File: config.mk
export PLATFORM = sky130hd
export DESIGN_NAME = text_glyph_placer
export DESIGN_NICKNAME = d
export VERILOG_FILES = /design/src/sv/tgp_pkg.sv /design/src/sv/tgp_glyph_map.sv /design/src/sv/text_glyph_placer.sv
export SDC_FILE = /design/constraint.sdc
export NUM_CORES = 1
export LEC_CHECK = 0
export BUFFER_PORTS_ARGS = -buffer_cell sky130_fd_sc_hd__buf_2
export CELL_PAD_IN_SITES_DETAIL_PLACEMENT = 0
export CELL_PAD_IN_SITES_GLOBAL_PLACEMENT = 1
export CORE_MARGIN = 3
export CORE_UTILIZATION = 45
export DETAILED_ROUTE_END_ITERATION = 8
export GPL_ROUTABILITY_DRIVEN = 0
export GPL_TIMING_DRIVEN = 0
export PLACE_DENSITY = 0.78
export SYNTH_ARGS = -nofsm -noshare
export SYNTH_HDL_FRONTEND = slang
export SYNTH_HIERARCHICAL = 1
export SYNTH_SLANG_ARGS = --single-unit
File: constraint.sdc
create_clock -name i_clk -period 9.2 [get_ports i_clk]
set_input_delay 2.76 -clock i_clk [delete_from_list [all_inputs] [get_ports i_clk]]
set_output_delay 2.76 -clock i_clk [all_outputs]
set_load 0.01 [all_outputs]
File: src/sv/tgp_pkg.sv
`default_nettype none

package tgp_pkg;

    localparam int GLYPH_SIZE      = 8;
    localparam int COORD_BITS_DEF  = 13;

    localparam int REG_BITS        = 12;
    localparam int BANK_BITS       = 2;
    localparam int CHAR_BITS       = 8;
    localparam int SHEET_BITS      = 9;
    localparam int SCREEN_BITS     = 13;
    localparam int GLYPH_BITS      = 6;
    localparam int CFG_IDX_BITS    = 3;

    localparam logic [SHEET_BITS-1:0] SHEET_BASE_Y  = 9'd250;
    localparam logic [SHEET_BITS-1:0] BANK_STEP_Y   = 9'd28;
    localparam logic [GLYPH_BITS-1:0] OTHER_GLYPH   = 6'd38;
    localparam logic [GLYPH_BITS-1:0] DIGIT_GLYPHS  = 6'd10;
    localparam int                    GLYPHS_PER_ROW = 16;

    localparam logic [REG_BITS-1:0] SCREEN_WIDTH_RST  = 12'd224;
    localparam logic [REG_BITS-1:0] SCREEN_HEIGHT_RST = 12'd256;

    localparam logic [CHAR_BITS-1:0] CHAR_NEWLINE = 8'h0A;
    localparam logic [CHAR_BITS-1:0] CHAR_SPACE   = 8'h20;
    localparam logic [CHAR_BITS-1:0] CHAR_ZERO    = 8'h30;
    localparam logic [CHAR_BITS-1:0] CHAR_NINE    = 8'h39;
    localparam logic [CHAR_BITS-1:0] CHAR_UPPER_A = 8'h41;
    localparam logic [CHAR_BITS-1:0] CHAR_UPPER_Z = 8'h5A;
    localparam logic [CHAR_BITS-1:0] CASE_MASK    = 8'hDF;

    typedef enum logic [CFG_IDX_BITS-1:0] {
        CFG_START_COL     = 3'd0,
        CFG_START_ROW     = 3'd1,
        CFG_COLOUR_BANK   = 3'd2,
        CFG_SCREEN_WIDTH  = 3'd3,
        CFG_SCREEN_HEIGHT = 3'd4
    } t_cfg_idx;

    typedef struct packed {
        logic [SHEET_BITS-1:0] sheet_x;
        logic [SHEET_BITS-1:0] sheet_y;
    } t_glyph_src;

endpackage

`default_nettype wire

File: src/sv/tgp_glyph_map.sv
`default_nettype none

module tgp_glyph_map (
    input  wire logic [tgp_pkg::CHAR_BITS-1:0] i_char_code,
    input  wire logic [tgp_pkg::BANK_BITS-1:0] i_colour_bank,
    output tgp_pkg::t_glyph_src                o_src
);

    logic [tgp_pkg::CHAR_BITS-1:0]  up_char;
    logic [tgp_pkg::GLYPH_BITS-1:0] glyph;
    logic [tgp_pkg::SHEET_BITS-1:0] bank_off;

    assign up_char = i_char_code & tgp_pkg::CASE_MASK;

    always_comb begin
        if (i_char_code >= tgp_pkg::CHAR_ZERO && i_char_code <= tgp_pkg::CHAR_NINE) begin
            glyph = tgp_pkg::GLYPH_BITS'(i_char_code - tgp_pkg::CHAR_ZERO);
        end else if (up_char >= tgp_pkg::CHAR_UPPER_A && up_char <= tgp_pkg::CHAR_UPPER_Z) begin
            glyph = tgp_pkg::GLYPH_BITS'(up_char - tgp_pkg::CHAR_UPPER_A)
                    + tgp_pkg::DIGIT_GLYPHS;
        end else begin
            glyph = tgp_pkg::OTHER_GLYPH;
        end
    end

    // 16 glyphs to a sheet row, one pixel of margin on the left
    assign bank_off = tgp_pkg::SHEET_BITS'(i_colour_bank) * tgp_pkg::BANK_STEP_Y;

    assign o_src.sheet_x = tgp_pkg::SHEET_BITS'(1)
        + tgp_pkg::SHEET_BITS'(glyph % tgp_pkg::GLYPHS_PER_ROW)
          * tgp_pkg::SHEET_BITS'(tgp_pkg::GLYPH_SIZE);
    assign o_src.sheet_y = tgp_pkg::SHEET_BASE_Y + bank_off
        + tgp_pkg::SHEET_BITS'(glyph / tgp_pkg::GLYPHS_PER_ROW)
          * tgp_pkg::SHEET_BITS'(tgp_pkg::GLYPH_SIZE);

endmodule

`default_nettype wire

File: src/sv/text_glyph_placer.sv
// Text glyph placer: one text byte in, one placement request out.
// Input channel: i_in_valid / o_in_stall with i_char_code and i_last_char.
// Output channel: o_out_valid / i_out_stall with o_draw, sheet and screen
// coordinates and o_halted. Every byte gives exactly one result; when
// o_draw is low all coordinates are zero.
// Configuration: i_cfg_valid / o_cfg_ready (always ready), i_cfg_index picks
// start column, start row, colour bank, screen width or screen height.
// Writing a start register also moves the cursor there. Write only while idle.
// A byte taken sits in the input register; its result is computed from it
// and loaded into the output register, from which it is taken. Throughput
// is one byte per cycle while the output register can move; the cursor
// update lies combinationally between the two registers.
// Reset (synchronous, active low) empties both registers, restores the
// register defaults and puts the cursor at the start position.
// A stalled result holds; the input register takes bytes while it is empty or
// while the output register can move, so a stall with the input register full
// reaches o_in_stall in the same cycle. The cursor returns to the start and the
// stop flag clears after a byte flagged as last.
`default_nettype none

module text_glyph_placer #(
    parameter int COORD_BITS = tgp_pkg::COORD_BITS_DEF
) (
    input  wire logic                                i_clk,
    input  wire logic                                i_rst_n,

    input  wire logic                                i_in_valid,
    output logic                                     o_in_stall,
    input  wire logic [tgp_pkg::CHAR_BITS-1:0]       i_char_code,
    input  wire logic                                i_last_char,

    output logic                                     o_out_valid,
    input  wire logic                                i_out_stall,
    output logic                                     o_draw,
    output logic [tgp_pkg::SHEET_BITS-1:0]           o_sheet_x,
    output logic [tgp_pkg::SHEET_BITS-1:0]           o_sheet_y,
    output logic [tgp_pkg::SCREEN_BITS-1:0]          o_screen_x,
    output logic [tgp_pkg::SCREEN_BITS-1:0]          o_screen_y,
    output logic                                     o_halted,

    input  wire logic                                i_cfg_valid,
    output logic                                     o_cfg_ready,
    input  wire logic [tgp_pkg::CFG_IDX_BITS-1:0]    i_cfg_index,
    input  wire logic [tgp_pkg::REG_BITS-1:0]        i_cfg_data
);

    localparam int CmpW = ((COORD_BITS >= tgp_pkg::REG_BITS) ? COORD_BITS
                                                             : tgp_pkg::REG_BITS) + 1;
    localparam logic [COORD_BITS-1:0] Step = COORD_BITS'(tgp_pkg::GLYPH_SIZE);

    // configuration
    logic [tgp_pkg::REG_BITS-1:0]  r_start_col;
    logic [tgp_pkg::REG_BITS-1:0]  r_start_row;
    logic [tgp_pkg::BANK_BITS-1:0] r_colour_bank;
    logic [tgp_pkg::REG_BITS-1:0]  r_screen_width;
    logic [tgp_pkg::REG_BITS-1:0]  r_screen_height;

    // cursor state
    logic [COORD_BITS-1:0] r_cursor_x, n_cursor_x;
    logic [COORD_BITS-1:0] r_cursor_y, n_cursor_y;
    logic                  r_stopped, n_stopped;

    // input register
    logic                          r_in_valid;
    logic [tgp_pkg::CHAR_BITS-1:0] r_char;
    logic                          r_last;

    // result register
    logic                            r_out_valid;
    logic                            r_draw, n_draw;
    logic [tgp_pkg::SHEET_BITS-1:0]  r_sheet_x, n_sheet_x;
    logic [tgp_pkg::SHEET_BITS-1:0]  r_sheet_y, n_sheet_y;
    logic [tgp_pkg::SCREEN_BITS-1:0] r_screen_x, n_screen_x;
    logic [tgp_pkg::SCREEN_BITS-1:0] r_screen_y, n_screen_y;
    logic                            r_halted, n_halted;

    logic                 cfg_wr;
    logic                 out_advance;
    logic                 in_load;
    tgp_pkg::t_glyph_src  glyph_src;

    logic                  is_newline;
    logic                  is_space;
    logic [COORD_BITS-1:0] base_x;
    logic                  wrap;
    logic [COORD_BITS-1:0] wrap_x;
    logic [COORD_BITS-1:0] wrap_y;
    logic                  stop_now;

    assign o_cfg_ready = 1'b1;
    assign cfg_wr      = i_cfg_valid && o_cfg_ready;

    assign out_advance = r_in_valid && (!r_out_valid || !i_out_stall);
    assign o_in_stall  = r_in_valid && !out_advance;
    assign in_load     = i_in_valid && !o_in_stall;

    tgp_glyph_map u_glyph_map (
        .i_char_code   (r_char),
        .i_colour_bank (r_colour_bank),
        .o_src         (glyph_src)
    );

    assign is_newline = (r_char == tgp_pkg::CHAR_NEWLINE);
    assign is_space   = (r_char == tgp_pkg::CHAR_SPACE);

    // a space steps first, then both it and a glyph wrap on the same test
    assign base_x   = is_space ? r_cursor_x + Step : r_cursor_x;
    assign wrap     = (CmpW'(base_x) + CmpW'(tgp_pkg::GLYPH_SIZE)) > CmpW'(r_screen_width);
    assign wrap_x   = wrap ? COORD_BITS'(r_start_col) : base_x;
    assign wrap_y   = wrap ? r_cursor_y + Step : r_cursor_y;
    assign stop_now = CmpW'(wrap_y) > CmpW'(r_screen_height);

    always_comb begin
        n_cursor_x = r_cursor_x;
        n_cursor_y = r_cursor_y;
        n_stopped  = r_stopped;
        n_draw     = 1'b0;
        n_sheet_x  = '0;
        n_sheet_y  = '0;
        n_screen_x = '0;
        n_screen_y = '0;

        if (out_advance && !r_stopped) begin
            if (is_newline) begin
                n_cursor_x = COORD_BITS'(r_start_col);
                n_cursor_y = r_cursor_y + Step;
            end else begin
                n_cursor_x = wrap_x;
                n_cursor_y = wrap_y;
                if (stop_now) begin
                    n_stopped = 1'b1;
                end else if (!is_space) begin
                    n_draw     = 1'b1;
                    n_sheet_x  = glyph_src.sheet_x;
                    n_sheet_y  = glyph_src.sheet_y;
                    n_screen_x = tgp_pkg::SCREEN_BITS'(wrap_x);
                    n_screen_y = tgp_pkg::SCREEN_BITS'(wrap_y);
                    n_cursor_x = wrap_x + Step;
                end
            end
        end

        n_halted = n_stopped;

        // end of string: back to the start position
        if (out_advance && r_last) begin
            n_cursor_x = COORD_BITS'(r_start_col);
            n_cursor_y = COORD_BITS'(r_start_row);
            n_stopped  = 1'b0;
        end

        if (cfg_wr && i_cfg_index == tgp_pkg::CFG_START_COL) begin
            n_cursor_x = COORD_BITS'(i_cfg_data);
        end
        if (cfg_wr && i_cfg_index == tgp_pkg::CFG_START_ROW) begin
            n_cursor_y = COORD_BITS'(i_cfg_data);
        end
    end

    always_ff @(posedge i_clk) begin
        if (!i_rst_n) begin
            r_start_col     <= '0;
            r_start_row     <= '0;
            r_colour_bank   <= '0;
            r_screen_width  <= tgp_pkg::SCREEN_WIDTH_RST;
            r_screen_height <= tgp_pkg::SCREEN_HEIGHT_RST;
        end else if (cfg_wr) begin
            case (i_cfg_index)
                tgp_pkg::CFG_START_COL:     r_start_col     <= i_cfg_data;
                tgp_pkg::CFG_START_ROW:     r_start_row     <= i_cfg_data;
                tgp_pkg::CFG_COLOUR_BANK:   r_colour_bank   <= i_cfg_data[tgp_pkg::BANK_BITS-1:0];
                tgp_pkg::CFG_SCREEN_WIDTH:  r_screen_width  <= i_cfg_data;
                tgp_pkg::CFG_SCREEN_HEIGHT: r_screen_height <= i_cfg_data;
                default: ;
            endcase
        end
    end

    always_ff @(posedge i_clk) begin
        if (!i_rst_n) begin
            r_cursor_x  <= '0;
            r_cursor_y  <= '0;
            r_stopped   <= 1'b0;
            r_in_valid  <= 1'b0;
            r_out_valid <= 1'b0;
        end else begin
            r_cursor_x <= n_cursor_x;
            r_cursor_y <= n_cursor_y;
            r_stopped  <= n_stopped;
            if (in_load) begin
                r_in_valid <= 1'b1;
            end else if (out_advance) begin
                r_in_valid <= 1'b0;
            end
            if (out_advance) begin
                r_out_valid <= 1'b1;
            end else if (!i_out_stall) begin
                r_out_valid <= 1'b0;
            end
        end
    end

    always_ff @(posedge i_clk) begin
        if (in_load) begin
            r_char <= i_char_code;
            r_last <= i_last_char;
        end
        if (out_advance) begin
            r_draw     <= n_draw;
            r_sheet_x  <= n_sheet_x;
            r_sheet_y  <= n_sheet_y;
            r_screen_x <= n_screen_x;
            r_screen_y <= n_screen_y;
            r_halted   <= n_halted;
        end
    end

    assign o_out_valid = r_out_valid;
    assign o_draw      = r_draw;
    assign o_sheet_x   = r_sheet_x;
    assign o_sheet_y   = r_sheet_y;
    assign o_screen_x  = r_screen_x;
    assign o_screen_y  = r_screen_y;
    assign o_halted    = r_halted;

    a_halt_no_draw: assert property (@(posedge i_clk) disable iff (!i_rst_n)
        (o_out_valid && o_halted) |-> !o_draw)
        else $error("glyph drawn on a halted request");

    a_idle_zero: assert property (@(posedge i_clk) disable iff (!i_rst_n)
        (o_out_valid && !o_draw) |-> (o_sheet_x == '0 && o_sheet_y == '0
                                      && o_screen_x == '0 && o_screen_y == '0))
        else $error("non-drawing request carries coordinates");

    a_sheet_col: assert property (@(posedge i_clk) disable iff (!i_rst_n)
        (o_out_valid && o_draw) |-> (o_sheet_x[2:0] == 3'd1))
        else $error("sheet column off the glyph grid");

    a_last_clears: assert property (@(posedge i_clk) disable iff (!i_rst_n)
        (out_advance && r_last) |=> !r_stopped)
        else $error("stop flag survived the end of a string");

    a_stall_full: assert property (@(posedge i_clk) disable iff (!i_rst_n)
        o_in_stall |-> (r_in_valid && r_out_valid && i_out_stall))
        else $error("input stalled with room downstream");

endmodule

`default_nettype wire
==> key figures, run 1 <==
Finish
  • Antenna Cells: 0
  • Finished Cell Area: 0.00881 mm2
  • Layout cells sized above 1: 0.145
  • Filler cells: 1559
  • Finished Core Util: 0.547
  • P&R area growth vs syn: 17.5%
  • Multi-input gate area: 0.00386 mm2
  • Register Area: 0.00323 mm2
  • Final nets: 1028

Timing
  • Final Hold Viols: 0
  • Slew Limit Fails: 0
  • Final setup violation count: 0
  • Worst-margin pin slew: 1.25 ns
  • Setup WS post-layout: 0.773 ns
  • RSZ-0062 raised after global routing: false
  • F_max: 119 MHz
  • Setup TNS: 0 ns
  • Max-slew headroom: 0.161
  • Worst Clk Skew: 0.00962 ns
  • Tmin final: 8.43 ns
  • Final period util: 0.916

Clocking
  • Worst-path clk slew: 0.06 ns
  • H-tree Lvls: 4
  • Inserted Clock Buffers: 17
  • # Post-CTS Setup Buffers: 0
  • Root buffer cell: clkbuf_16
  • Hold_buf cts: 0
  • Post-CTS sizing: 0
  • Worst skew pair latency: 0.42 ns
  • CTS tree: yes
  • # clock sinks: 134
  • Max clock buf depth: 2

Detailed routing
  • DRC Markers: 0
  • Wire length per cell: 17.3 um
  • WL met3: 1.47 mm
  • ANT nets after route: 0
  • Iter 0 DRT Violations: 499
  • DR vias/cell: 5.33
  • DR vias: 6326
  • Total wire length: 20.5 mm
  • Met2 WL: 8.82 mm
  • Top routing layer in use: met4
  • M1 wire length: 9.84 mm
  • Drt pass-1 iters: 5

Setup path
  • Largest stage delay, worst path: 0.80 ns
  • Critical Path Source Type: flop
  • CP endpoint kind: flop
  • Buffers plus inverters on the worst setup path: 4
  • CP max stage cell: nor4b_1
  • Critical path launch point: r_char[4]
  • Worst path required time: 9.47 ns
  • Crit Path Category: reg -> reg
  • Worst EP arrival: 8.70 ns
  • Worst Path Max Fanout: 10
  • R2R Path Start: r_char[4]
  • Cell family with most CP delay: compound AO/OA/AOI/OAI gates

Place
  • # port buffers: 75
  • Place WS: 0.910 ns
  • Hpwl dp: 15.4 mm
  • Placed Area: 0.00819 mm2

Logic synthesis
  • Synth Flop Type: dfxtp_1
  • Adder-cell share of the synthesized area: 0.0711
  • Post-Syn Instances: 857
  • Yosys warning count: 6
  • Synth Area in Simple Gates: 0.213
  • Sequential share of the synthesized area: 0.431
  • Compound-Gate Fraction of Synth Area: 0.160
  • Post-synthesis mux area share: 0.0114
  • Ys async rst share: 0
  • Flops & latches, synth: 134
  • Mapped Avg Cell Area: 8.75 um2
  • Yosys cell types: 74
  • XOR/XNOR share of the synthesized area: 0.0526
  • Post-Synthesis Cell Area: 0.00750 mm2
  • EDFF count, synth: 55
  • Largest family of logic cells by synthesized area: simple AND/OR/NAND/NOR gates

Pwr
  • VDD IR-drop max: 0.127 mV
  • Pleak: 3.41 nW
  • Pwr Density: 185 mW/mm2

Worst hold path
  • Hold path startpoint: r_start_row[3]
  • Hold crit path type: reg -> reg

Flow run
  • Max-cap violations: 0

GRT
  • Largest net degree at the start of global routing: 29
  • Number of global-route vias before repair: 5962
  • Remaining global-route overflow: 0
  • Initial antenna violation count: 0
  • GRT Total Usage: 0.230
  • Global-route wire length before repair: 32.3 mm

Floorplan
  • Io pins: 78
  • Num rows: 46
  • Core area: 0.0161 mm2
  • Die W: 135 um
  • Die area: 0.0182 mm2
  • Initial Util: 0.465
  • Die H: 135 um

Status
  • Status: complete, no violations
flip-flops by register name, summed over array words and instances (netlist names):
register,flops
o_draw,1
o_halted,1
o_out_valid,1
o_screen_x,13
o_screen_y,13
o_sheet_x,9
o_sheet_y,9
r_char,8
r_colour_bank,2
r_cursor_x,13
r_cursor_y,13
r_in_valid,1
r_last,1
r_screen_height,12
r_screen_width,12
r_start_col,12
r_start_row,12
r_stopped,1
cells by family (layout without fill, tap and decap cells):
family,Yosys count,count (layout)
compound gates,194,194
xor+xnor,45,45
fa+ha+maj,42,42
buf+inv,104,212
flops,134,134
mux,8,8
other cells,4,9
simple gates,326,326
synth_stat cells, types with 4 or more instances:
cell type,instances,area (um2)
xnor2_1,27,236
nor4_1,6,37.5
a211oi_1,6,45.0
nor2b_1,4,25.0
a21oi_1,81,405
buf_2,5,25.0
nor2_1,41,154
a31oi_1,11,68.8
o21ai_1,4,20.0
xor2_1,18,158
mux2i_1,4,40.0
and2_1,31,194
o21ai_0,34,170
nand2b_1,5,31.3
edfxtp_1,55,1650
o211ai_1,12,90.1
and3_1,5,31.3
ha_1,41,513
nor3_1,12,60.1
o22ai_1,5,31.3
nor4_2,5,62.6
clkbuf_1,37,139
buf_4,10,75.1
dfxtp_1,79,1580
inv_1,50,188
conb_1,4,15.0
nand4_1,12,75.1
a21o_1,8,60.1
nand2_1,160,601
nand3_1,20,100
mux2_2,4,45.0
tightest hold or removal path, delay by kind of cell (launching register included):
| family | cells | cell delay [ns] |
|---|---|---|
| AOI/OAI and AO/OA | 1 | 0.05 |
| DFF | 1 | 0.30 |
| and+or+nand+nor | 1 | 0.05 |
cells in the final DEF (no fill, tap or decap), types with 4 or more instances in the layout:
cell type / n
o22ai_1: 5
buf_4: 10
clkbuf_1: 39
nand3_1: 20
xor2_1: 18
nor2b_1: 4
conb_1: 9
mux2i_1: 4
nand4_1: 12
a21o_1: 8
nor4_2: 5
nor2_1: 41
ha_1: 41
a211oi_1: 6
inv_1: 50
edfxtp_1: 55
dfxtp_1: 79
xnor2_1: 27
and2_1: 31
clkbuf_16: 18
nor4_1: 6
a31oi_1: 11
nand2b_1: 5
o21ai_0: 34
nor3_1: 12
buf_2: 80
and3_1: 5
o211ai_1: 12
mux2_2: 4
a21oi_1: 81
o21ai_1: 4
nand2_1: 160
metrics by stage:
stage | hold slack (ns) | total power [mW] | instances
after floorplan | 0.433 | 0.843 | 862
after global placement | 0.440 | 0.927 | 1153
after detailed placement | 0.444 | 0.926 | 1154
after CTS | 0.452 | 1.64 | 1186
after global routing | 0.467 | 1.69 | 1186
final | 0.453 | 1.63 | 1186
power by group:
group          leakage [nW]  switching (mW)  internal, mW
logic                  1.94           0.155        0.0907
registers              1.17          0.0223         0.649
clock network         0.305           0.260         0.451
final timing paths:
path / endpoint / slack (ns) / depth (start not counted)
worst max-delay path: r_cursor_x[11] / 0.77 / 29
worst min-delay path: r_start_row[3] / 0.45 / 2
worst max register to register: r_cursor_x[11] / 0.77 / 29
worst min register to register: r_start_row[3] / 0.45 / 2
per-layer routing:
layer,vias up,global-route usage
met2,225,0.347
met5,-,0
li1,3183,-
met3,25,0.0414
met1,2893,0.338
met4,0,0.0694
final cells by class:
| class | instances | area share |
|---|---|---|
| Clock inverter | 11 | 0.0168 |
| Clock buffer | 21 | 0.0535 |
| Sequential cell | 134 | 0.367 |
| Buffer | 53 | 0.0275 |
| Tap cell | 216 | 0.0307 |
| Multi-Input combinational cell | 624 | 0.438 |
| Inverter | 51 | 0.0217 |
| Timing Repair Buffer | 76 | 0.0449 |
No activity file was read; power rests on OpenSTA's default activity.
==> inputs of run 2 (changes only) <==
--- a/config.mk
+++ b/config.mk
@@ -8,6 +8,7 @@
 export BUFFER_PORTS_ARGS = -buffer_cell sky130_fd_sc_hd__buf_2
 export CELL_PAD_IN_SITES_DETAIL_PLACEMENT = 0
 export CELL_PAD_IN_SITES_GLOBAL_PLACEMENT = 1
+export CORE_ASPECT_RATIO = 1.4
 export CORE_MARGIN = 3
 export CORE_UTILIZATION = 45
 export DETAILED_ROUTE_END_ITERATION = 8
==> run 2 against run 1 <==
  * First-iteration DRC count down 13%
  * Sequential cell count did not move
  * Core utilization shrank 0.37 points
  * Via count up 1.5%
  * Worst setup slack worse by 0.0061 ns
  * Register-to-register slack hardly changed
==> key figures, run 2 (synthesized netlist as in run 1, its figures left out) <==
Status
  • Status: complete, no violations

GRT
  • Met2 usage: 0.378
  • GR peak layer: met2
  • GRT Total Usage: 0.233
  • Number of global-route vias before repair: 6080
  • GR Util met1: 0.306
  • Routing usage on met3: 0.0408
  • Largest net degree at the start of global routing: 23
  • Initial antenna violation count: 0
  • Remaining global-route overflow: 0
  • Global-route wire length before repair: 32.9 mm

Finish
  • Post-route non-filler standard cell count: 1170
  • Multi-input gate area: 0.00386 mm2
  • Finished Cell Area: 0.00882 mm2
  • Register Area: 0.00323 mm2
  • Most frequent cells in the layout: nand2_1, a21oi_1, buf_2
  • Layout cells sized above 1: 0.148
  • Commonest non-fill, non-tap cell in the layout: nand2_1
  • Final nets: 1029
  • P&R area growth vs syn: 17.7%
  • Filler cells: 1552
  • Antenna Cells: 0

Place
  • # port buffers: 75
  • Placed Area: 0.00821 mm2
  • Place WS: 0.826 ns
  • Cells after DPL: 1138
  • Hpwl dp: 16.0 mm

Detailed routing
  • DRC Markers: 0
  • Drt pass-1 iters: 5
  • ANT nets after route: 0
  • Total wire length: 21.0 mm
  • Iter 0 DRT Violations: 436
  • DR vias: 6418
  • Wire length per cell: 18.0 um
  • DR vias/cell: 5.49

Setup path
  • CP max stage cell: o31ai_1
  • Critical Path Source Type: flop
  • Cell family with most CP delay: compound AO/OA/AOI/OAI gates
  • Worst Path Max Fanout: 11
  • Critical path launch point: r_char[0]
  • CP endpoint kind: flop
  • Crit Path Category: reg -> reg
  • Largest stage delay, worst path: 0.71 ns
  • R2R Path Start: r_char[0]
  • Worst path required time: 9.48 ns
  • Buffers plus inverters on the worst setup path: 4
  • Worst EP arrival: 8.71 ns

Timing
  • Max-slew headroom: 0.152
  • Worst Clk Skew: 0.0116 ns
  • Slew Limit Fails: 0
  • F_max: 119 MHz
  • Setup TNS: 0 ns
  • Final period util: 0.917
  • Worst-margin pin slew: 1.26 ns
  • Final setup violation count: 0
  • Final Hold Viols: 0
  • Setup WS post-layout: 0.767 ns
  • RSZ-0062 raised after global routing: false
  • Tmin final: 8.43 ns

Floorplan
  • Num rows: 55
  • Initial Util: 0.462
  • Die W: 115 um
  • Core area: 0.0162 mm2
  • Die H: 159 um
  • Io pins: 78
  • Die area: 0.0183 mm2

Clocking
  • # Post-CTS Setup Buffers: 0
  • H-tree Lvls: 4
  • Worst skew pair latency: 0.42 ns
  • Inserted Clock Buffers: 17
  • CTS tree: yes
  • Max clock buf depth: 2
  • Worst-path clk slew: 0.06 ns
  • Hold_buf cts: 0
  • # clock sinks: 134
  • Post-CTS sizing: 0
  • Root buffer cell: clkbuf_16

Pwr
  • VDD IR-drop max: 0.142 mV
  • Pleak: 3.42 nW
  • Overall Power: 1.63 mW
  • Pwr Density: 185 mW/mm2

Worst hold path
  • Hold path startpoint: r_screen_width[10]
  • Hold crit path type: reg -> reg

Flow run
  • Max-cap violations: 0
run 2: cell count changes in the layout (fill, tap and decap cells not counted), moves of 2 or more:
cell	delta
clkinv_2	-2
clkbuf_1	-2
inv_6	+5
buf_16	+2
run 2: area by class of cell:
class | instances | share of cell area
clock buffer | 17 | 0.0482
multi-input combinational | 624 | 0.438
sequential | 134 | 0.367
clock inverter | 15 | 0.0214
inverter | 51 | 0.0217
buffer | 53 | 0.0275
tap | 199 | 0.0282
timing repair buffer | 77 | 0.0488
run 2: path summary, 6_finish.rpt:
kind	endpoint	slack, ns	depth (start not counted)
worst max register to register	o_sheet_x[3]	0.77	27
worst max-delay path	o_sheet_x[3]	0.77	27
worst min-delay path	r_screen_width[10]	0.45	2
worst min register to register	r_screen_width[10]	0.45	2
run 2: layer usage:
metal	part of all wire	wire (um)
met3	0.060	1270
met4	0.038	790
met2	0.47	9960
met1	0.43	9010
met5	0	0
run 2: power breakdown:
part	leakage (nW)	switching [mW]	internal (mW)
combinational	1.95	0.156	0.0926
clock	0.298	0.280	0.433
sequential	1.17	0.0224	0.648
run 2: worst min-delay path: cells and delay by family (launching register included):
kind               cells  cell delay (ns)
AOI/OAI and AO/OA      1             0.05
DFF                    1             0.31
and+or+nand+nor        1             0.05
run 2: through the flow:
| stage | utilization | hold slack, ns |
|---|---|---|
| 6_report | 0.543 | 0.454 |
| 2_1_floorplan | - | 0.433 |
| 4_1_cts | 0.543 | 0.454 |
| 3_5_place_dp | 0.505 | 0.446 |
| 3_3_place_gp | 0.501 | 0.442 |
| 5_1_grt | 0.543 | 0.472 |
==> inputs of run 3 (changes only) <==
--- a/config.mk
+++ b/config.mk
@@ -15,6 +15,7 @@
 export GPL_ROUTABILITY_DRIVEN = 0
 export GPL_TIMING_DRIVEN = 0
 export PLACE_DENSITY = 0.78
+export RECOVER_POWER = 50
 export SYNTH_ARGS = -nofsm -noshare
 export SYNTH_HDL_FRONTEND = slang
 export SYNTH_HIERARCHICAL = 1
==> run 3 against run 2 <==
  * Via count is 0.56% higher
  * Combinational power is 3% lower
  * Worst setup slack worse by 0.029 ns
  * Clock power hardly changed
  * Clock skew is 0.0019 ns higher
  * Die area stayed put
  * Sequential share of layout area is 0.51 points higher
  * Cell area is 1.4% lower
  * Maximum frequency is 0.35% lower
  * Clock-buffer cell count stayed put
  * Non-clock buffer count stayed put
==> key figures, run 3 (synthesized netlist as in run 1, its figures left out) <==
Status
  • Status: complete, no violations

GRT
  • GRT Total Usage: 0.233
  • Initial antenna violation count: 0
  • Remaining global-route overflow: 0
  • Number of global-route vias before repair: 6080
  • Global-route wire length before repair: 32.9 mm
  • Largest net degree at the start of global routing: 23

Floorplan
  • Io pins: 78
  • Die H: 159 um
  • Initial Util: 0.462
  • Die W: 115 um
  • Core area: 0.0162 mm2
  • Die area: 0.0183 mm2
  • Num rows: 55

Place
  • Hpwl dp: 16.0 mm
  • # port buffers: 75
  • Cells after DPL: 1138
  • Placed Area: 0.00821 mm2
  • Place WS: 0.826 ns

Timing
  • Tmin final: 8.46 ns
  • Setup WS post-layout: 0.738 ns
  • Slew Limit Fails: 0
  • Max-slew headroom: 0.0866
  • RSZ-0062 raised after global routing: false
  • Final setup violation count: 0
  • Final period util: 0.920
  • WHS: 0.454 ns
  • Worst-margin pin slew: 1.36 ns
  • F_max: 118 MHz
  • Final Hold Viols: 0
  • Worst Clk Skew: 0.0136 ns

Detailed routing
  • Drt pass-1 iters: 5
  • DRC Markers: 0
  • DR vias/cell: 5.52
  • Iter 0 DRT Violations: 440
  • Wire length per cell: 18.0 um
  • DR vias: 6454
  • ANT nets after route: 0
  • Total wire length: 21.0 mm

Pwr
  • Pleak: 3.25 nW
  • VDD IR-drop max: 0.142 mV
  • Pwr Density: 187 mW/mm2
  • Overall Power: 1.63 mW

Setup path
  • Reg-to-reg slack, setup: 0.74 ns
  • Worst path required time: 9.48 ns
  • R2R depth: 27
  • Reg-to-Reg End: o_sheet_x[3]
  • Worst Path Max Fanout: 11
  • R2R Path Start: r_char[0]
  • Crit Path Category: reg -> reg
  • Critical path launch point: r_char[0]
  • Critical Path Source Type: flop
  • Worst EP arrival: 8.74 ns
  • CP endpoint kind: flop

Clocking
  • H-tree Lvls: 4
  • Worst skew pair latency: 0.42 ns
  • CTS tree: yes
  • # Post-CTS Setup Buffers: 0
  • # clock sinks: 134
  • Inserted Clock Buffers: 17
  • Worst-path clk slew: 0.06 ns
  • Max clock buf depth: 2
  • Hold_buf cts: 0
  • Root buffer cell: clkbuf_16
  • Post-CTS sizing: 0

Finish
  • Antenna Cells: 0
  • Post-route non-filler standard cell count: 1170
  • Finished Cell Area: 0.00870 mm2
  • P&R area growth vs syn: 16.0%
  • Commonest non-fill, non-tap cell in the layout: nand2_1
  • Layout cells sized above 1: 0.0937
  • Filler cells: 1595
  • Final nets: 1029
  • Most frequent cells in the layout: nand2_1, clkbuf_1, a21oi_1

Worst hold path
  • Hold path depth: 2
  • Hold Path End: r_screen_width[8]
  • Hold crit path type: reg -> reg
  • Hold path startpoint: r_screen_width[8]

Flow run
  • Max-cap violations: 0
-- run 3: cell types whose count changed in the layout (fill, tap and decap cells not counted) --
cell	previous run	this run
clkbuf_1	37	90
buf_2	80	30
buf_16	2	0
a21boi_0	1	2
a21boi_4	1	0
buf_1	1	0
-- run 3: metrics by stage --
| stage | utilization | TNS, ns |
|---|---|---|
| final | 0.536 | 0 |
| after global routing | 0.536 | 0 |
| after CTS | 0.543 | 0 |
| after detailed placement | 0.505 | 0 |
| after global placement | 0.501 | -83.39 |
| after floorplan | - | 0 |
-- run 3: cell type report --
| cell class | count | area (um2) | area share |
|---|---|---|---|
| inverter | 51 | 191 | 0.0220 |
| sequential | 134 | 3230 | 0.372 |
| clock buffer | 17 | 425 | 0.0489 |
| clock inverter | 15 | 189 | 0.0217 |
| tap | 199 | 249 | 0.0286 |
| buffer | 53 | 243 | 0.0279 |
| multi-input combinational | 624 | 3850 | 0.442 |
| timing repair buffer | 77 | 320 | 0.0368 |
-- run 3: critical path, stage by stage, from the launching register on --
cell,delay [ns]
edfxtp_1,0.54
nor4_1,0.71
nand2_1,0.39
xnor2_1,0.35
ha_1,0.32
o31ai_1,0.14
nor2_1,0.15
xnor2_1,0.15
ha_1,0.27
nand4_1,0.14
nor2_1,0.07
a211oi_1,0.23
a21oi_1,0.24
a21oi_1,0.55
buf_2,0.34
buf_2,0.32
nor2_1,0.10
xor2_1,0.23
ha_1,0.29
a21o_1,0.16
a21o_1,0.17
a211oi_1,0.25
a21oi_1,0.13
o31ai_1,0.70
nand4_1,0.57
inv_1,0.28
clkbuf_1,0.36
and2_1,0.19
-- run 3: how the worst max path moves through the flow --
stage / to / slack (ns) / cells after the start
2_1_floorplan: r_cursor_x[1] / 0.91 / 8
3_3_place_gp: r_cursor_x[1] / -1.71 / 9
3_5_place_dp: o_sheet_x[3] / 0.83 / 27
4_1_cts: o_sheet_x[3] / 0.80 / 27
5_1_grt: o_sheet_x[4] / 0.16 / 27
6_report: o_sheet_x[3] / 0.74 / 27
-- run 3: where the power goes --
part           leakage [nW]  switching [mW]  internal, mW  total (mW)
combinational          1.78           0.155        0.0868       0.242
sequential             1.17          0.0225         0.649       0.671
clock                 0.298           0.279         0.433       0.712
-- run 3: metal layers --
| metal | global-route usage | part of all wire | vias to the layer above |
|---|---|---|---|
| met4 | 0.0892 | 0.039 | 0 |
| met3 | 0.0408 | 0.062 | 57 |
| met2 | 0.378 | 0.47 | 239 |
| li1 | - | - | 3191 |
| met1 | 0.306 | 0.43 | 2967 |
| met5 | 0 | 0 | - |
